$ cat config.mk
export PLATFORM = sky130hd
export DESIGN_NAME = pbsc_front
export DESIGN_NICKNAME = d
export VERILOG_FILES = /design/src/hw/rtl/pbsc_pkg.sv /design/src/hw/rtl/pbsc_front.sv
export SDC_FILE = /design/constraint.sdc
export NUM_CORES = 1
export LEC_CHECK = 0
export ABC_CLOCK_PERIOD_IN_PS = 14190
export BUFFER_PORTS_ARGS = -buffer_cell sky130_fd_sc_hd__buf_4
export CAP_MARGIN = 20
export CELL_PAD_IN_SITES_DETAIL_PLACEMENT = 0
export CELL_PAD_IN_SITES_GLOBAL_PLACEMENT = 1
export CORE_AREA = 2 2 242 244
export DETAILED_ROUTE_END_ITERATION = 6
export DIE_AREA = 0 0 244 246
export PLACE_DENSITY = 0.69
export SYNTH_ARGS = -nofsm -noshare
export SYNTH_HDL_FRONTEND = slang
export SYNTH_SLANG_ARGS = --single-unit
$ cat constraint.sdc
create_clock -name clk -period 14.19 [get_ports clk]
set_input_delay 0.7095 -clock clk [delete_from_list [all_inputs] [get_ports clk]]
set_output_delay 0.7095 -clock clk [all_outputs]
set_load 0.005 [all_outputs]
$ cat src/hw/rtl/pbsc_pkg.sv
// ---------------------------------------------------------------------------
// Plane/box section centroid package
// Shared types, register indexes and constants for the section centroid block.
// ---------------------------------------------------------------------------
package pbsc_pkg;

  localparam logic signed [31:0] NORM_ONE = 32'sh4000_0000;
  localparam logic [30:0] SIZE_RESET = 31'd16777216;
  localparam logic [15:0] TOL_RESET = 16'd1;
  localparam logic [30:0] FLOOR_RESET = 31'd1;
  localparam logic [5:0] EDGE_QBITS = 6'd33;
  localparam logic [5:0] MEAN_QBITS = 6'd37;

  typedef enum logic [2:0] {
    REG_SIZE_X = 3'd0,
    REG_SIZE_Y = 3'd1,
    REG_SIZE_Z = 3'd2,
    REG_TOL    = 3'd3,
    REG_FLOOR  = 3'd4
  } reg_index_t;

  typedef struct packed {
    logic [2:0][30:0] size;
    logic [15:0]      tol;
    logic [30:0]      flr;
  } cfg_t;

  typedef struct packed {
    logic [2:0][31:0] n;
    logic [2:0][31:0] tip;
    logic [2:0]       dneg;
    logic [2:0][30:0] dmag;
  } item_t;

  typedef struct packed {
    logic [31:0] cx;
    logic [31:0] cy;
    logic [31:0] cz;
    logic [3:0]  kept;
    logic        fallback;
  } result_t;

endpackage

$ cat src/hw/rtl/pbsc_front.sv
// ---------------------------------------------------------------------------
// Front stage
// Accepts a plane, clamps the normal and picks the divisor of each axis.
// ---------------------------------------------------------------------------
module pbsc_front (
  input  logic                clk,
  input  logic                rst,
  input  logic                push,
  output logic                full,
  input  logic [31:0]         normal_x,
  input  logic [31:0]         normal_y,
  input  logic [31:0]         normal_z,
  input  logic [31:0]         tip_x,
  input  logic [31:0]         tip_y,
  input  logic [31:0]         tip_z,
  input  pbsc_pkg::cfg_t      cfg,
  output pbsc_pkg::item_t     item,
  output logic                q_push,
  input  logic                q_full
);

  logic                 valid;
  pbsc_pkg::item_t      item_next;
  logic signed [31:0]   raw [3];
  logic signed [31:0]   nc [3];
  logic [31:0]          nabs [3];
  logic [30:0]          flr;

  assign raw[0] = $signed(normal_x);
  assign raw[1] = $signed(normal_y);
  assign raw[2] = $signed(normal_z);

  always_comb begin
    flr = (cfg.flr == 31'd0) ? 31'd1 : cfg.flr;
    item_next.tip[0] = tip_x;
    item_next.tip[1] = tip_y;
    item_next.tip[2] = tip_z;
    for (int j = 0; j < 3; j++) begin
      if (raw[j] > pbsc_pkg::NORM_ONE) begin
        nc[j] = pbsc_pkg::NORM_ONE;
      end else if (raw[j] < -pbsc_pkg::NORM_ONE) begin
        nc[j] = -pbsc_pkg::NORM_ONE;
      end else begin
        nc[j] = raw[j];
      end
      nabs[j] = nc[j][31] ? (32'd0 - nc[j]) : nc[j];
      item_next.n[j] = nc[j];
      if (nabs[j][30:0] < flr) begin
        item_next.dneg[j] = 1'b0;
        item_next.dmag[j] = flr;
      end else begin
        item_next.dneg[j] = nc[j][31];
        item_next.dmag[j] = nabs[j][30:0];
      end
    end
  end

  assign full = valid & q_full;
  assign q_push = valid & ~q_full;

  always_ff @(posedge clk) begin
    if (rst) begin
      valid <= 1'b0;
    end else if (push && !full) begin
      valid <= 1'b1;
    end else if (q_push) begin
      valid <= 1'b0;
    end
  end

  always_ff @(posedge clk) begin
    if (push && !full) begin
      item <= item_next;
    end
  end

endmodule

Yosys cells after proc, flatten, opt, wreduce, memory -nomap -nowiden:

Index checks and enable logic that the tools add are counted.
Widths: inputs -> output; s select.

* reductions and logical operators: 4
* add/sub/neg operators: 3
* magnitude comparators: 9
* bitwise gates (word level): 3
* mux-type cells: 15

Operator list (count)
* $mux 31: 7
* $mux 32: 6
* $gt 32x32->1 const B: 3
* $lt 32x31->1 const B: 3
* $lt 31x31->1: 3
* $sub 1x31->31 const A: 3
* $logic_not 31->1: 1
* $and 1x1->1: 2
* $mux 1: 2
* $reduce_bool 2->1: 1
* $logic_and 1x1->1: 1
* $logic_not 1->1: 1
* $not 1->1: 1

* bits of input ports: 336
* flip-flop bits (word level): 289
* output and inout port bits: 290

Depth between registers and ports, before layout:

Gate-level depths: netlist of run 1.

* depth in word-level cells: 7
* gate-level depth with buffers: 25
* mapped depth without buffers: 20

Worst setup path before layout of run 1:

Ideal clock, no wire load.

* path kind: input to register
* from: input q_full
* to: register item[0] (netlist bit), enable pin
* slack: -0.378 ns
* buffers on the path: 0
* stages: 2
* arrival: 13.591 ns
* path through: and2_1 nor2b_1

* longest elaborated chain between the ends: 3

RTL lines
* start, declared: line pbsc_front.sv:19 `input logic q_full`
* $and 1x1->1: line pbsc_front.sv:58 `assign full = valid & q_full;`
* $logic_not 1->1: line pbsc_front.sv:72 `if (push && !full) begin`
* $logic_and 1x1->1: line pbsc_front.sv:72
* end signal, assigned: line pbsc_front.sv:73 `item <= item_next;`
* end, declared: line pbsc_front.sv:17 `output pbsc_pkg::item_t item,`

No other way between the ends.
A chain may end at the register's enable or synchronous reset.

==> impl_metrics.csv, run 1 <==
group,metric,value,unit
synth,ys_async_sr_fraction,0,%
finish,antennaDiodeCount,0,
status,outcome,"finished clean",
timing,fin_worst_skew,10.0,ps
detailed_routing,drtIter0Drc,846,
global_route,antenna_found_initial,1,
setup_path,r2r_slack,11730,ps
power,p_leak,0.00878,µW
setup_path,critPathRequiredTime,14480,ps
synth,yosysSeqAreaShare,56.6,%
timing,finalSetupViolCount,0,
synth,yosysTopAreaCell,"edfxtp_1",
setup_path,cp-start-kind,"input port",
floorplan,die_area,60000,µm²
floorplan,die_h,246,µm
cts,postCtsSetupBuffers,0,
setup_path,path_class,"input port to flip-flop",
setup_path,endpoint_kind,"flip-flop",
synth,ys_ff_latch,289,
setup_path,cp_max_fo,18,
detailed_routing,wl_per_cell,23.9,µm
setup_path,setup.worst_path.start,"normal_y[2]",
worst_hold_path,hp-class,"input port to flip-flop",
timing,period_needed,7370,ps
setup_path,crit_arrival,7660,ps
cts,worstSkewPairLatency,540,ps
placed_design,placed_area,20100,µm²
synth,synth_edf_count,288,
global_route,grt_pass1_wl,86400,µm
cts,numCtsBuffers,36,
setup_path,r2r_cells,4,
setup_path,rr_endpoint,"item[26]",
flow_run,maxCapViolCount,0,
cts,cts_tree,"built",
timing,tightest_slew,1060,ps
timing,fin_crit_sh,52.0,%
finish,area_growth,39.3,%
synth,yosysUniqueCellTypes,70,
cts,cts-root-buf,"clkbuf_16",
timing,rsz0062_at_grt,"false",
floorplan,io-pin-count,626,
placed_design,gp_congestion,0.885,
placed_design,portBuffers,516,
synth,syn-cell-area,15300,µm²
cts,ctsLongestPathBuffers,3,
detailed_routing,wirelength,61200,µm
setup_path,timing.rr.start,"valid",
synth,synth_area_leaders,"edfxtp_1 (56%), ha_1 (7.6%), mux2_2 (6.7%)",
cts,cts.reportedPaths.clkPinSlew,60,ps
detailed_routing,vias,12500,
synth,yosys_warnings,0,
finish,final_layout_size_suffix_gt1_share,39.8,%
floorplan,die_w,244,µm
placed_design,dp_hpwl,48400,µm
timing,fmax,136,MHz
detailed_routing,drc,0,
cts,ctsHoldBuffers,0,
synth,synthCells,1244,
synth,synth-main-ff-cell,"edfxtp_1",
synth,synth.top_cells.by_count,"edfxtp_1 (288), ha_1 (93), mux2_2 (91)",
finish,fin_nets,2198,
cts,cts_resized,0,
floorplan,rows,88,
global_route,grt_pass1_vias,12600,
synth,synth_nets,1673,
cts,htree_levels,2,
global_route,grt_max_degree,167,
global_route,grt.overflow.total,0,
synth,post-synth-top-count-cell,"edfxtp_1",
finish,final_cell_area,21300,µm²
synth,avgSynthCellArea,12.3,µm²
timing,final-hold-violation-count,0,
setup_path,crit_path_end,"item[58]",
floorplan,core_area,57400,µm²
timing,fin_setup_tns,0,ps
timing,slew_viol_final,0,
cts,clock-sinks,289,
power,p_per_area,119,nW/µm²
global_route,grt_usage,19.7,%
detailed_routing,firstDrtPassIters,5,
synth,synth_top_cell_area_share,56.5,%
detailed_routing,final_antenna_net_count,0,
floorplan,initial_core_util,26.7,%
timing,slew_headroom,29.7,%
detailed_routing,via_per_inst,4.89,
power,ir_drop,78.4,µV
==> logic make-up (layout without fill, tap and decap cells) <==
logic type / Yosys count / count (layout) / synth area share (%)
fa+ha+maj: 93 / 93 / 7.60
simple gates: 387 / 387 / 13.7
buf+inv: 94 / 647 / 2.42
compound gates: 236 / 236 / 9.89
flops: 289 / 289 / 56.6
xor+xnor: 50 / 50 / 2.86
mux: 95 / 95 / 6.95
==> critical path, cell delays in order <==
cell and delay (ps):
buf_4 130, nor4_1 800, nor4bb_1 370, buf_4 210, nand2_1 250, o31ai_4 320
nand2_1 120, ha_1 390, inv_1 230, nand2_1 160, o21ai_0 340, o21ai_0 190
a21oi_1 500, ha_1 350, a21oi_1 130, o21ai_0 110, a31o_2 260, a21oi_1 270
o2111ai_1 270, nor2_2 730, buf_4 430, mux2_2 370
==> through the flow <==
stage               total power [µW]  utilization [%]  hold slack [ps]  setup WS (ps)  cells
finish                          2550             37.2              314           6820   2562
global route                    2660             37.2              285           6540   2562
global placement                1600             35.1              643           6470   2496
floorplan                       1320                -              607           5310   1244
detailed placement              1610             35.1              664           6470   2496
CTS                             2580             37.2              282           7020   2562
==> layout make-up <==
class | instances | area (µm²)
Timing Repair Buffer | 529 | 3980
Clock buffer | 44 | 982
Tap cell | 765 | 957
Clock inverter | 22 | 244
Multi-Input combinational cell | 861 | 6300
Fill cell | 5621 | 36000
Inverter | 52 | 195
Sequential cell | 289 | 8670
==> registers in the layout, summed over array words and instances, names as in the netlist <==
| signal | cells |
|---|---|
| item | 288 |
| valid | 1 |
==> how the worst min path moves through the flow <==
| stage | cells after the start | slack, ps | to | startpoint |
|---|---|---|---|---|
| after floorplan | 3 | 610 | valid | valid |
| after global placement | 3 | 640 | valid | valid |
| after detailed placement | 3 | 660 | valid | valid |
| after CTS | 2 | 280 | valid | rst |
| after global routing | 2 | 280 | valid | rst |
| final | 2 | 310 | valid | rst |
==> cell usage in the layout (no fill, tap or decap), drive strengths merged, types with 55 or more instances in the layout <==
cell type and count:
o21ai 70, mux2 91, nor2 59, inv 55
ha 93, a21oi 60, nand2 89, edfxtp 288
buf 529, and2 82
==> metal layers <==
metal	track usage [%]	vias up	share of wire (%)
met2	33.1	528	48
met3	5.95	79	8.4
li1	-	5803	-
met5	0	-	0.026
met1	24.1	6121	41
met4	6.03	2	2.9
==> power breakdown <==
| group | switching [µW] | total, µW | internal, µW |
|---|---|---|---|
| logic | 294 | 536 | 242 |
| clock network | 376 | 961 | 585 |
| registers | 21.8 | 1050 | 1030 |
| total | 691 | 2550 | 1860 |
(Power assumes the default switching activity.)
==> run 2, diff against run 1 <==
- ABC_AREA: default -> 1
- ABC_CLOCK_PERIOD_IN_PS: 14190 -> 6000
- PLACE_DENSITY: 0.69 -> 0.76
- clock period: 14.19 -> 6 ns (I/O delays scaled with it)
==> impl_metrics.csv, run 2 <==
group,metric,value,unit
detailed_routing,wirelength,67800,µm
power,ir_drop,195,µV
detailed_routing,firstDrtPassIters,6,
setup_path,timing.rr.start,"valid",
detailed_routing,routed.top_layer,"met5",
global_route,antenna_found_initial,7,
finish,largest_registers,"item: 288 flops, valid: 1 flops",
cts,cts-root-buf,"clkbuf_16",
global_route,grt_pass1_vias,15500,
timing,slew_viol_final,0,
finish,seq_area,8670,µm²
global_route,grt_usage,21.9,%
floorplan,initial_core_util,29.1,%
setup_path,r2r_cells,4,
cts,worstSkewPairLatency,540,ps
floorplan,io-pin-count,626,
timing,setup_ws,1520,ps
placed_design,dp_hpwl,54500,µm
synth,synthCells,1932,
detailed_routing,met1_length,28000,µm
detailed_routing,final_antenna_net_count,0,
global_route,grt.overflow.total,0,
setup_path,r2r_slack,3810,ps
finish,num-fill-cells,5790,
cts,cts_tree,"built",
synth,synth_top_cell_area_share,51.8,%
placed_design,placed_area,21400,µm²
power,p_per_area,261,nW/µm²
setup_path,endpoint_kind,"flip-flop",
global_route,grt_pass1_wl,97800,µm
placed_design,gp_congestion,0.903,
synth,synth-main-ff-cell,"edfxtp_1",
floorplan,rows,88,
cts,cts.reportedPaths.clkPinSlew,60,ps
detailed_routing,drtIter0Drc,968,
cts,ctsLongestPathBuffers,3,
synth,yosys_warnings,0,
timing,rsz0062_at_grt,"false",
detailed_routing,via_per_inst,4.68,
synth,post-synth-top-count-cell,"nand2_1",
synth,avgSynthCellArea,8.65,µm²
timing,fmax,223,MHz
detailed_routing,vias,15600,
setup_path,cp_max_fo,31,
synth,syn-cell-area,16700,µm²
finish,final_layout_size_suffix_gt1_share,25.0,%
setup_path,rr_endpoint,"item[249]",
worst_hold_path,hold_depth,2,
placed_design,pre_cts_slack,1070,ps
global_route,grt_max_degree,142,
cts,clock-sinks,289,
worst_hold_path,hp-class,"input port to flip-flop",
synth,yosysSeqAreaShare,51.9,%
setup_path,critPathRequiredTime,6390,ps
status,outcome,"finished clean",
finish,final_common_cell,"nand2_1",
setup_path,cp-start-kind,"input port",
finish,multi_input_area,6870,µm²
timing,fin_crit_sh,74.7,%
finish,top_register,"item",
power,p_leak,0.0114,µW
timing,fin_setup_tns,0,ps
placed_design,portBuffers,516,
finish,final_cell_area,23500,µm²
worst_hold_path,hold_end,"item[222]",
synth,synth.top_cells.by_count,"nand2_1 (612), edfxtp_1 (288), inv_1 (226)",
synth,yosysUniqueCellTypes,42,
detailed_routing,wl_met2,32700,µm
setup_path,path_class,"input port to flip-flop",
detailed_routing,wl_per_cell,20.3,µm
timing,fin_worst_skew,21.6,ps
floorplan,die_area,60000,µm²
synth,ys_ff_latch,289,
timing,tightest_slew,1060,ps
synth,synth_area_leaders,"edfxtp_1 (52%), nand2_1 (14%), ha_1 (7.0%)",
flow_run,maxCapViolCount,0,
cts,numCtsBuffers,37,
finish,layout_common_cells,"nand2_1 (612), buf_4 (536), edfxtp_1 (288)",
worst_hold_path,min_from,"normal_x[30]",
floorplan,die_h,246,µm
detailed_routing,wl_met3,5610,µm
synth,synth_nets,2361,
finish,fin_nets,2971,
finish,area_growth,40.8,%
timing,final-hold-violation-count,0,
finish,largest_register_ffs,288,
cts,htree_levels,2,
timing,finalSetupViolCount,0,
timing,period_needed,4480,ps
detailed_routing,drc,0,
cts,cts_resized,0,
synth,yosysTopAreaCell,"edfxtp_1",
synth,ys_async_sr_fraction,0,%
timing,slew_headroom,29.1,%
setup_path,crit_arrival,4870,ps
synth,synth_edf_count,288,
floorplan,die_w,244,µm
floorplan,core_area,57400,µm²
-- run 2: changes by cell type after synthesis, sizes merged, moves of 17 or more --
| cell | delta |
|---|---|
| and2 | -82 |
| buf | +32 |
| inv | +180 |
| mux2 | -91 |
| nand2 | +538 |
| nand3 | +145 |
| nor2 | +131 |
| nor2b | -17 |
| nor4 | -21 |
| o21ai | +36 |
| or4 | -17 |
-- run 2: area by class of cell --
| type | instances | area share (%) |
|---|---|---|
| multi-input combinational | 1348 | 29.2 |
| clock inverter | 22 | 0.814 |
| sequential | 289 | 36.8 |
| timing repair buffer | 634 | 21.3 |
| tap | 765 | 4.07 |
| antenna | 5 | 0.0532 |
| clock buffer | 42 | 4.01 |
| inverter | 232 | 3.71 |
-- run 2: power by group --
group	internal (µW)	switching, µW
Clock	1260	895
Combinational	604	881
Sequential	2450	65.7
Total	4310	1840
-- run 2: worst max-delay path by stage --
| stage | startpoint | cells past startpoint | slack, ps | end |
|---|---|---|---|---|
| finish | normal_z[31] | 26 | 1520 | item[75] |
| global route | normal_z[31] | 26 | 1140 | item[75] |
| CTS | normal_z[31] | 26 | 1640 | item[75] |
| detailed placement | normal_z[31] | 26 | 1070 | item[75] |
| global placement | normal_z[31] | 26 | 1130 | item[71] |
| floorplan | q_full | 3 | 890 | item[0] |
-- run 2: kinds of logic after synthesis --
family	Yosys count	synth area share (%)
compound gates	177	5.87
xor+xnor	45	2.36
fa+ha+maj	93	6.96
buf+inv	295	7.19
flops	289	51.9
simple gates	1033	25.7
-- run 2: critical path, cell delays in order --
cell and delay [ps]:
buf_4 280, inv_2 210, nand2_1 200, nor2_1 80, nand2_1 60, nor2_1 40
nand2_1 70, nand2_2 210, nand2_1 230, ha_1 200, a21boi_1 290, nand3_1 230
o21ai_1 480, nand2_1 90, nand2_1 80, nand2_1 90, ha_1 320, nand4_1 120
nor3_1 310, nand2_1 90, nor3_1 190, nand2_2 80, nand2_1 60, buf_4 320
nand2_1 90, nand2_1 130
-- run 2: stage by stage --
stage | std cells | util, % | hold WS [ps] | total power [µW]
after floorplan | 1932 | - | 369 | 3270
after global placement | 3171 | 37.3 | 455 | 3970
after detailed placement | 3171 | 37.3 | 459 | 3990
after CTS | 3332 | 41.0 | 28.2 | 6240
after global routing | 3335 | 41.0 | 46.1 | 6490
final | 3337 | 41.0 | 64.6 | 6150
-- run 2: repair_timing --
| action | in CTS | in global routing |
|---|---|---|
| hold buffers | 97 | 0 |
| endpoints found under the hold margin | 97 | 0 |
| buffers inserted | 0 | 0 |
-- run 2: per-layer routing --
metal	global-route usage [%]	vias to the layer above
li1	-	7625
met1	27.4	7268
met2	37.7	617
met3	5.87	86
met4	5.25	6
met5	0	-
