**src/hw/rtl/pbsc_pkg.sv**
```systemverilog
// ---------------------------------------------------------------------------
// Plane/box section centroid package
// Shared types, register indexes and constants for the section centroid block.
// ---------------------------------------------------------------------------
package pbsc_pkg;

  localparam logic signed [31:0] NORM_ONE = 32'sh4000_0000;
  localparam logic [30:0] SIZE_RESET = 31'd16777216;
  localparam logic [15:0] TOL_RESET = 16'd1;
  localparam logic [30:0] FLOOR_RESET = 31'd1;
  localparam logic [5:0] EDGE_QBITS = 6'd33;
  localparam logic [5:0] MEAN_QBITS = 6'd37;

  typedef enum logic [2:0] {
    REG_SIZE_X = 3'd0,
    REG_SIZE_Y = 3'd1,
    REG_SIZE_Z = 3'd2,
    REG_TOL    = 3'd3,
    REG_FLOOR  = 3'd4
  } reg_index_t;

  typedef struct packed {
    logic [2:0][30:0] size;
    logic [15:0]      tol;
    logic [30:0]      flr;
  } cfg_t;

  typedef struct packed {
    logic [2:0][31:0] n;
    logic [2:0][31:0] tip;
    logic [2:0]       dneg;
    logic [2:0][30:0] dmag;
  } item_t;

  typedef struct packed {
    logic [31:0] cx;
    logic [31:0] cy;
    logic [31:0] cz;
    logic [3:0]  kept;
    logic        fallback;
  } result_t;

endpackage

```
**src/hw/rtl/pbsc_item_q.sv**
```systemverilog
// ---------------------------------------------------------------------------
// Item queue
// Two-entry queue that carries classified planes from the front to the back.
// ---------------------------------------------------------------------------
module pbsc_item_q (
  input  logic             clk,
  input  logic             rst,
  input  logic             wr,
  input  pbsc_pkg::item_t  wr_item,
  output logic             q_full,
  output logic             rd_valid,
  input  logic             rd,
  output pbsc_pkg::item_t  rd_item
);

  pbsc_pkg::item_t  entry [2];
  logic             wp;
  logic             rp;
  logic [1:0]       count;

  assign q_full = count[1];
  assign rd_valid = (count != 2'd0);
  assign rd_item = entry[rp];

  always_ff @(posedge clk) begin
    if (rst) begin
      wp <= 1'b0;
      rp <= 1'b0;
      count <= 2'd0;
    end else begin
      if (wr) begin
        wp <= ~wp;
      end
      if (rd) begin
        rp <= ~rp;
      end
      count <= count + {1'b0, wr} - {1'b0, rd};
    end
  end

  always_ff @(posedge clk) begin
    if (wr) begin
      entry[wp] <= wr_item;
    end
  end

endmodule

```
**config.mk**
```make
export PLATFORM = sky130hd
export DESIGN_NAME = pbsc_item_q
export DESIGN_NICKNAME = d
export VERILOG_FILES = /design/src/hw/rtl/pbsc_pkg.sv /design/src/hw/rtl/pbsc_item_q.sv
export SDC_FILE = /design/constraint.sdc
export NUM_CORES = 1
export LEC_CHECK = 0
export CAP_MARGIN = 20
export CORE_AREA = 3 3 222 224
export CTS_CLUSTER_SIZE = 40
export DETAILED_ROUTE_END_ITERATION = 8
export DIE_AREA = 0 0 225 227
export DONT_BUFFER_PORTS = 1
export GPL_TIMING_DRIVEN = 0
export PLACE_DENSITY_LB_ADDON = 0.3
export SLEW_MARGIN = 20
export SYNTH_ARGS = -nofsm -noshare
export SYNTH_HDL_FRONTEND = slang
export SYNTH_SLANG_ARGS = --single-unit
export TNS_END_PERCENT = 100
```
**constraint.sdc**
```tcl
create_clock -name clk -period 33.8 [get_ports clk]
set_clock_uncertainty 0.1 [all_clocks]
set_input_delay 3.38 -clock clk [delete_from_list [all_inputs] [get_ports clk]]
set_output_delay 3.38 -clock clk [all_outputs]
set_load 0.03 [all_outputs]
```
-- After elaboration in Yosys (flattened, before gate mapping)
Memory sizes are Yosys's and may differ from the RTL's. A register that Yosys moved wholly into a read port is not among the register bits.
Index checks and enable logic that the tools add are counted.
- register bits after elaboration: 4
- memory bits (writable): 576
- input port bits: 292
- memories kept: 1
- memory list (memory ; depth ; bits a word ; rd ports ; clocked after Yosys merged registers in ; wr ports ; line ; text):
    entry ; 2 ; 288 ; 1 ; 1 ; 1 ; pbsc_item_q.sv:16 ; pbsc_pkg::item_t entry [2];
- add/subtract/negate cells: 2
- muxes and demuxes: 4
- bitwise operators: 2
- reductions and logical operators: 1
- operators by type and width (kind ; count):
    $mux 1 ; 4
    $add 2x1->2 ; 1
    $not 1->1 ; 2
    $reduce_bool 2->1 ; 1
    $sub 2x1->2 ; 1

-- Logic depth before layout (Yosys ltp)
Gate-level depths: netlist of run 1.
- depth after elaboration: 3
- gate-level depth with buffers: 6
- mapped depth without buffers: 6

-- Worst setup path before layout of run 1
Ideal clock, no wire load.
- path type: input -> register
- start: in wr
- end: mem entry[0][0] (netlist bit), enable pin
- setup time: 977 ps
- data arrival time: 15762 ps
- data required time: 32723 ps
- path slack: 16960 ps
- cell stages on the path: 1
- buffers on the path: 0
- cell sequence: nor2b_1
- cells in the longest elaborated chain, start to end: 2
- RTL lines (what ; line ; text):
    from (decl) ; pbsc_item_q.sv:8 ; input logic wr,
    $mux 1 ; pbsc_item_q.sv:42 ; if (wr) begin
    $mux 1 (implied by the code) ; pbsc_item_q.sv:43 ; entry[wp] <= wr_item;
    to (decl) ; pbsc_item_q.sv:16 ;
Every way passes these cells.

==> results of run 1 <==
-- per-stage QoR --
stage | util, % | hold WS, ps
after floorplan | - | 380
after global placement | 47.5 | 392
after detailed placement | 48.5 | 399
after CTS | 52.3 | 470
after global routing | 52.3 | 540
final | 52.3 | 475
-- cells in the final DEF, fill, tap and decap left out, drive strengths merged --
master,count
buf,51
bufinv,4
clkbuf,69
nor2b,2
nor2,4
inv,5
mux2,288
clkinvlp,3
or2,1
xnor3,1
xnor2,2
edfxtp,576
ha,2
clkinv,26
dfxtp,5
and2,1
-- worst max-delay path, delay by kind of cell (launching register included) --
| family | cells | cell delay, ps |
|---|---|---|
| buffers and inverters | 3 | 590 |
| multiplexers | 1 | 400 |
| flip-flops | 1 | 320 |
-- where the power goes --
part	switching [mW]	total [mW]	internal [mW]	leakage, nW
registers	0.0106	0.852	0.842	5.45
logic	0.148	0.222	0.0741	2.28
clock network	0.255	0.604	0.348	0.872
total	0.414	1.68	1.26	8.60
-- worst max path at each step --
stage | startpoint | cells past startpoint | slack (ps) | endpoint
finish | flip-flop | 4 | 28390 | rd_item[110]
global route | flip-flop | 4 | 28300 | rd_item[110]
CTS | flip-flop | 4 | 28310 | rd_item[110]
detailed placement | wr | 8 | 28220 | entry[0][242]
global placement | wr | 1 | 10050 | entry[0][167]
floorplan | wr | 1 | 16960 | entry[0][0]
-- metal layers --
metal  share of wire [%]  global-route usage [%]  wire, um  up-vias
met5                   0                       0         0        -
met4                 3.4                    6.48      1530        0
met3                  12                    8.48      5500       86
met2                  52                    29.4     23300      418
met1                  33                    17.2     14700     4441
li1                    -                       -         -     3822
-- registers in the layout, summed over array words and instances, names as in the netlist, named ones only --
signal and cells:
entry 576, rp 1, wp 1, count 2
-- cell families (layout without fill, tap and decap cells) --
family,count (synthesis),after routing,share of synthesized area (%)
AND/OR/NAND/NOR,8,8,0.183
buffers and inverters,34,158,1.51
XOR/XNOR,3,3,0.183
adder cells (fa/ha/maj),2,2,0.115
multiplexers,288,288,18.3
flip-flops,581,581,79.7
-- layout make-up --
type / count / area share, %
multi-input cells: 301 / 16.5
inverters: 2 / 0.0302
clock buffers: 69 / 6.09
well taps: 615 / 3.09
repair buffers: 19 / 1.83
clock inverters: 36 / 1.15
plain buffers: 32 / 1.30
flip-flops and latches: 581 / 70.0
==> key figures, run 1 <==
Setup path
  – Crit Path Category: flip-flop to primary output
  – Crit end category: primary output
  – Critical Path Start Type: flip-flop
  – Critical path's largest stage delay: 400 ps
  – CP Cell Sequence: buf_6 > buf_6 > buf_6 > mux2_4
  – FF-to-FF End: entry[0][93]
  – CP Data Arrival Time: 1930 ps
  – Critical path fanouts, max: 10
  – Reg-to-reg startpoint: wp
  – CP max-delay cell: mux2_4
  – R2R depth: 8
  – Worst Path Required: 30320 ps
  – Cell mode on critical path: buf_6
  – Reg2Reg Setup Slack: 31300 ps

Min path
  – Hold Path Sink: rp
  – Hold Path Class: flip-flop to flip-flop
  – Hold Startpoint: rp
  – Cells on Worst Hold Path: 2

Logic synthesis
  – Yosys warns: 0
  – Number of synthesized register bits: 581
  – Synth area leaders: edfxtp_1, mux2_4, mux2_2, buf_6, dfxtp_1
  – Mapped Nets: 1210
  – Synth Cell Area: 21800 um2
  – Post-synth top area cell: edfxtp_1
  – Sequential element share of the synthesized area: 79.7%
  – Post-synth ARST share: 0%
  – Post-synth top cells: edfxtp_1, mux2_4, mux2_2, buf_6, buf_2
  – Gate Count Post-Synth: 916
  – Avg Inst Size Synth: 23.8 um2
  – Main flop type after synthesis: edfxtp_1
  – Post-synth EDFFs: 576
  – Area share of the largest cell type after synthesis: 79.2%
  – Most frequent cell after synthesis: edfxtp_1
  – Yosys cell types: 14

Route
  – Total Routed Length: 45000 um
  – DRT iter0 DRCs: 510
  – DRT Pass-1 Iters: 7
  – Routed Antenna Nets: 0
  – Average routed wire per standard cell: 27.2 um
  – Residual DRC count: 0
  – Drt via density: 5.30
  – Vias: 8767

Place
  – Gpl congestion: 0.725
  – Post-Place Setup Slack: 28220 ps
  – IO buf count: 0
  – Placed cells: 1550
  – DP HPWL: 32900 um
  – Placed cell areas: 23100 um2

Pwr
  – Total Power: 1.68 mW
  – Leak: 8.60 nW
  – VDD IR max: 0.0529 mV
  – Pwr Density: 67.5 nW/um2

Clocking
  – Clock sink total: 581
  – Clock Pin Slew Worst Setup and Hold Paths: 60 ps
  – CTS tree: done
  – # hold bufs at CTS: 0
  – Max H-tree Level: 2
  – Max clock buf depth: 3
  – CTS resizes: 0
  – Clock root buffer: clkbuf_16
  – Clk_lat worst skew: 590 ps
  – Setup bufs post-CTS: 0
  – Inserted Clock Buffers: 57

Global route
  – Initial antenna violation count: 0
  – GRT overflow: 0
  – First-pass GRT wire length: 62600 um
  – Largest net degree at the start of global routing: 54
  – Gr usage total: 16.8%
  – Number of global-route vias before repair: 9200

STA
  – Final Slew Violations: 0
  – Tcrit/Tclk final: 16.0%
  – Max Fclk: 185 MHz
  – Setup TNS: 0 ps
  – Final Hold Fails: 0
  – Final worst setup slack: 28390 ps
  – Tightest Pin Transition: 492 ps
  – Slew margin rel.: 67.1%
  – Final min period: 5410 ps
  – RSZ-0062 raised after global routing: false
  – Setup-failing EPs final: 0

Finish
  – Fillers: 3610
  – Area occupied by multi-input gates: 4110 um2
  – Post-Layout Inst Area: 24900 um2
  – Antenna Cells: 0
  – Storage cell area: 17400 um2
  – Nets: 1288
  – Layout cells sized above 1: 40.4%
  – Syn-to-layout area delta: 13.9%
  – Non-Filler Instances: 1655

Floorplanning
  – Die width: 225 um
  – Total core area: 47500 um2
  – IO Count: 582
  – Die ar.: 51100 um2
  – Cell Rows: 80
  – Die Ht: 227 um
  – Initial core utilization: 45.9%

Run
  – Number of max-cap violations: 0

Status
  – Status: finished clean
Note: power is estimated with default switching activity, not from simulation.
==> run 2: changes to the inputs <==
==> constraint.sdc (replaced) <==
create_clock -name clk -period 4.56 [get_ports clk]
set_clock_uncertainty 0.1 [all_clocks]
set_input_delay 0.456 -clock clk [delete_from_list [all_inputs] [get_ports clk]]
set_output_delay 0.456 -clock clk [all_outputs]
set_load 0.03 [all_outputs]
==> run 2 against run 1 <==
- worst setup slack worse by 26000 ps
- critical path type unchanged
- register-to-register slack worse by 29000 ps
- core utilization is 6.3 points higher
- count of clock-buffer cells in the layout grew 2
- clock power increased to 7.7 times the previous value
- largest power group unchanged
- worst hold slack got worse by 310 ps
- design area up 12%
==> key figures, run 2 (synthesized netlist as in run 1, its figures left out) <==
Setup path
  – Worst Path Required: 4000 ps
  – CP max-delay cell: mux2_4
  – Critical Path Start Type: flip-flop
  – Critical path fanouts, max: 10
  – CP Data Arrival Time: 1970 ps
  – Cell mode on critical path: buf_6
  – Crit Path Category: flip-flop to primary output
  – CP Cell Sequence: buf_6 > buf_6 > buf_6 > mux2_4
  – Reg-to-reg startpoint: wp
  – Crit end category: primary output
  – Critical path's largest stage delay: 410 ps

Floorplanning
  – Total core area: 47500 um2
  – Die width: 225 um
  – Cell Rows: 80
  – Die ar.: 51100 um2
  – Die Ht: 227 um
  – IO Count: 582
  – Initial core utilization: 45.9%

STA
  – RSZ-0062 raised after global routing: false
  – Setup-failing EPs final: 0
  – Final Slew Violations: 0
  – Tcrit/Tclk final: 55.4%
  – Final Hold Fails: 0
  – Max Fclk: 396 MHz
  – Fin Hold WS: 170 ps
  – Tightest Pin Transition: 624 ps
  – Slew margin rel.: 58.3%
  – Final min period: 2530 ps

Clocking
  – Inserted Clock Buffers: 57
  – Clock Pin Slew Worst Setup and Hold Paths: 60 ps
  – Clock root buffer: clkbuf_16
  – CTS tree: done
  – Clk_lat worst skew: 590 ps
  – Max H-tree Level: 2
  – Clock sink total: 581
  – Max clock buf depth: 3

Route
  – Vias: 10000
  – DRT iter0 DRCs: 475
  – Routed Antenna Nets: 0
  – Total Routed Length: 48100 um
  – Average routed wire per standard cell: 24.6 um
  – Drt via density: 5.15
  – Residual DRC count: 0
  – DRT Pass-1 Iters: 4

Place
  – DP HPWL: 33200 um
  – Placed cell areas: 23100 um2
  – Gpl congestion: 0.754
  – IO buf count: 0

Min path
  – Hold Startpoint: wr
  – Hold Path Class: primary input to flip-flop

Global route
  – Initial antenna violation count: 2
  – Number of global-route vias before repair: 10700
  – GRT overflow: 0
  – Gr usage total: 17.9%
  – Largest net degree at the start of global routing: 54
  – First-pass GRT wire length: 68700 um

Finish
  – Post-Layout Inst Area: 27900 um2
  – Register name with the most flops: entry
  – Nets: 1580
  – Most common cell after layout, fill and taps aside: edfxtp_1
  – Layout cells sized above 1: 32.0%
  – Max reg flops: 576
  – Syn-to-layout area delta: 27.6%
  – Largest regs: entry x576, count x2
  – Commonest cells after routing, fill and taps aside: edfxtp_1, dlygate4sd3_1, mux2_4

Pwr
  – Pwr Density: 461 nW/um2
  – VDD IR max: 0.355 mV
  – Leak: 9.86 nW

Run
  – Number of max-cap violations: 0

Status
  – Status: finished clean
run 2: path summary, 6_finish.rpt:
check,slack (ps),cells past startpoint,to
worst max-delay path,2030,4,rd_item[197]
worst min-delay path,170,1,entry[0][7]
worst max register to register,2140,6,entry[0][94]
worst min register to register,440,2,flip-flop
run 2: worst max-delay path, delay by kind of cell, from the launching register on:
| family | cells | cell delay, ps |
|---|---|---|
| flip-flops | 1 | 320 |
| buffers and inverters | 3 | 620 |
| multiplexers | 1 | 410 |
run 2: routing by layer:
metal	share of wire (%)	global-route usage, %	vias to the layer above
met5	0	0	-
met4	2.8	6.09	0
met3	8.0	5.87	82
met2	52	31.9	405
met1	37	20.6	5134
li1	-	-	4422
run 2: layout make-up:
type	instances	area [um2]
Antenna cell	3	7.51
Buffer	32	323
Clock buffer	71	1520
Clock inverter	35	343
Fill cell	3312	19700
Inverter	2	7.51
Multi-Input combinational cell	301	4110
Sequential cell	581	17400
Tap cell	615	769
Timing Repair Buffer	311	3370
run 2: power breakdown:
part           switching, mW  internal, mW  leakage [nW]  total (mW)
combinational           1.19         0.718          3.50        1.91
clock                   1.92          2.71         0.911        4.63
sequential            0.0810          6.24          5.45        6.32
run 2: what timing repair did:
action,in CTS,in global routing
hold endpoints to repair,581,0
setup endpoints to repair,0,0
hold buffers,292,0
buffers inserted,0,0
resized for setup,0,0
run 2: stage by stage:
step,TNS [ps],utilization (%),worst slack (ps),cells,total power [mW]
finish,0,58.6,2030,1951,12.9
global route,0,58.6,1920,1950,13.3
CTS,0,58.6,1940,1948,13.0
detailed placement,0,48.5,2030,1550,8.10
global placement,-1368540,47.6,-2990,1531,8.08
floorplan,-212060,-,-736,916,7.80
==> run 3: changes to the inputs <==
==> constraint.sdc (replaced) <==
create_clock -name clk -period 2.45 [get_ports clk]
set_clock_uncertainty 0.1 [all_clocks]
set_input_delay 0.245 -clock clk [delete_from_list [all_inputs] [get_ports clk]]
set_output_delay 0.245 -clock clk [all_outputs]
set_load 0.03 [all_outputs]
==> run 3 against run 2 <==
- critical path depth rose by 2
- worst hold slack got worse by 85 ps
- power rose by 84%
- sequential power rose by 87%
- core utilization barely moved
- global-route usage barely moved
- largest power group unchanged
==> key figures, run 3 (synthesized netlist as in run 1, its figures left out) <==
Status
  – Status: finished clean

Pwr
  – Total Power: 23.6 mW
  – Leak: 9.84 nW
  – VDD IR max: 0.734 mV
  – Pwr Density: 850 nW/um2

Min path
  – Cells on Worst Hold Path: 1
  – Hold Path Class: primary input to flip-flop
  – Hold Path Sink: entry[1][165]
  – Hold Startpoint: wr

Setup path
  – Crit Path Category: flip-flop to flip-flop
  – R2R depth: 6
  – Worst Path Required: 2640 ps
  – Reg-to-reg startpoint: wp
  – FF-to-FF End: entry[0][169]
  – Crit end category: flip-flop
  – CP Data Arrival Time: 2520 ps
  – Reg2Reg Setup Slack: 120 ps
  – Critical path fanouts, max: 21
  – Critical Path Start Type: flip-flop

Route
  – DRT Pass-1 Iters: 4
  – DRT iter0 DRCs: 453
  – Met1 wire length: 16900 um
  – Vias: 9994
  – Routed Antenna Nets: 0
  – WL met2: 25500 um
  – Routed wl met3: 4130 um
  – Total Routed Length: 47800 um
  – Drt via density: 5.11
  – Max layer used: met4
  – Residual DRC count: 0
  – Average routed wire per standard cell: 24.4 um

Floorplanning
  – IO Count: 582
  – Total core area: 47500 um2
  – Die ar.: 51100 um2
  – Die Ht: 227 um
  – Die width: 225 um
  – Initial core utilization: 45.9%
  – Cell Rows: 80

Place
  – Placed cells: 1551
  – IO buf count: 0
  – Post-Place Setup Slack: 77.6 ps
  – DP HPWL: 32900 um
  – Placed cell areas: 23100 um2
  – Gpl congestion: 0.736

Global route
  – Gr usage total: 17.9%
  – Largest net degree at the start of global routing: 56
  – GRT overflow: 0
  – Number of global-route vias before repair: 10700
  – Initial antenna violation count: 6
  – First-pass GRT wire length: 68400 um

Finish
  – Syn-to-layout area delta: 27.5%
  – Largest regs: entry x576, count x2
  – Core Util, Final: 58.5%
  – Nets: 1581
  – Register name with the most flops: entry
  – Post-Layout Inst Area: 27800 um2
  – Commonest cells after routing, fill and taps aside: edfxtp_1, dlygate4sd3_1, mux2_4
  – Non-Filler Instances: 1954
  – Layout cells sized above 1: 32.0%
  – Max reg flops: 576
  – Fillers: 3342
  – Most common cell after layout, fill and taps aside: edfxtp_1

Clocking
  – CTS tree: done
  – Clock root buffer: clkbuf_16
  – Clock sink total: 581
  – Clock Pin Slew Worst Setup and Hold Paths: 60 ps
  – Max clock buf depth: 3
  – Clk_lat worst skew: 580 ps
  – CTS resizes: 0
  – Inserted Clock Buffers: 57
  – Setup bufs post-CTS: 0
  – Max H-tree Level: 2

STA
  – Final min period: 2330 ps
  – Max Fclk: 429 MHz
  – Final worst setup slack: 119 ps
  – Tightest Pin Transition: 677 ps
  – Fin Hold WS: 85.5 ps
  – Final Hold Fails: 0
  – Setup TNS: 0 ps
  – RSZ-0062 raised after global routing: false
  – Tcrit/Tclk final: 95.1%
  – Slew margin rel.: 54.8%
  – Setup-failing EPs final: 0
  – Final Slew Violations: 0

Run
  – Number of max-cap violations: 0
-- run 3: cell count changes in the layout (fill, tap and decap cells not counted) --
| cell | previous run | this run |
|---|---|---|
| clkbuf_16 | 59 | 57 |
| buf_16 | 9 | 13 |
| dfxtp_2 | 0 | 1 |
| bufinv_16 | 6 | 5 |
| inv_6 | 3 | 1 |
| clkinv_4 | 1 | 3 |
| inv_8 | 1 | 0 |
| clkinv_2 | 12 | 13 |
| diode_2 | 3 | 6 |
| clkinv_1 | 9 | 12 |
| clkbuf_1 | 12 | 11 |
| buf_12 | 10 | 7 |
| dfxtp_1 | 5 | 4 |
-- run 3: where the power goes --
part	total [mW]	switching [mW]	internal, mW	leakage (nW)
sequential	11.8	0.154	11.6	5.45
clock	8.32	3.53	4.79	0.873
combinational	3.56	2.21	1.35	3.52
-- run 3: critical path, stage by stage, from the launching register on --
cell and delay, ps:
dfxtp_2 340, nor2b_4 550, buf_16 240, buf_12 200
buf_12 200, buf_16 190, buf_16 180
-- run 3: final cells by class --
class	count	area (um2)	area share, %
sequential	581	17400	62.5
multi-input combinational	301	4110	14.8
timing repair buffer	312	3420	12.3
clock buffer	68	1470	5.27
tap	615	769	2.76
buffer	32	323	1.16
clock inverter	37	318	1.14
antenna	6	15.0	0.0539
inverter	2	7.51	0.0270
-- run 3: worst max-delay path by stage --
stage	startpoint	to	slack (ps)	cells past startpoint
floorplan	wp	entry[0][0]	-2660	1
detailed placement	wp	entry[0][176]	80	6
global route	wp	entry[0][169]	8	6
finish	wp	entry[0][169]	120	6
CTS	flip-flop	rd_item[141]	70	4
global placement	wr	entry[0][176]	-4990	1
-- run 3: repair_timing --
action,in CTS,in global routing
hold buffers,292,0
setup endpoints to repair,0,0
hold endpoints to repair,594,0
-- run 3: per-layer routing --
metal,track usage (%),up-vias
li1,-,4413
met1,19.6,5084
met2,32.6,419
met3,6.86,78
met4,5.45,0
met5,0,-
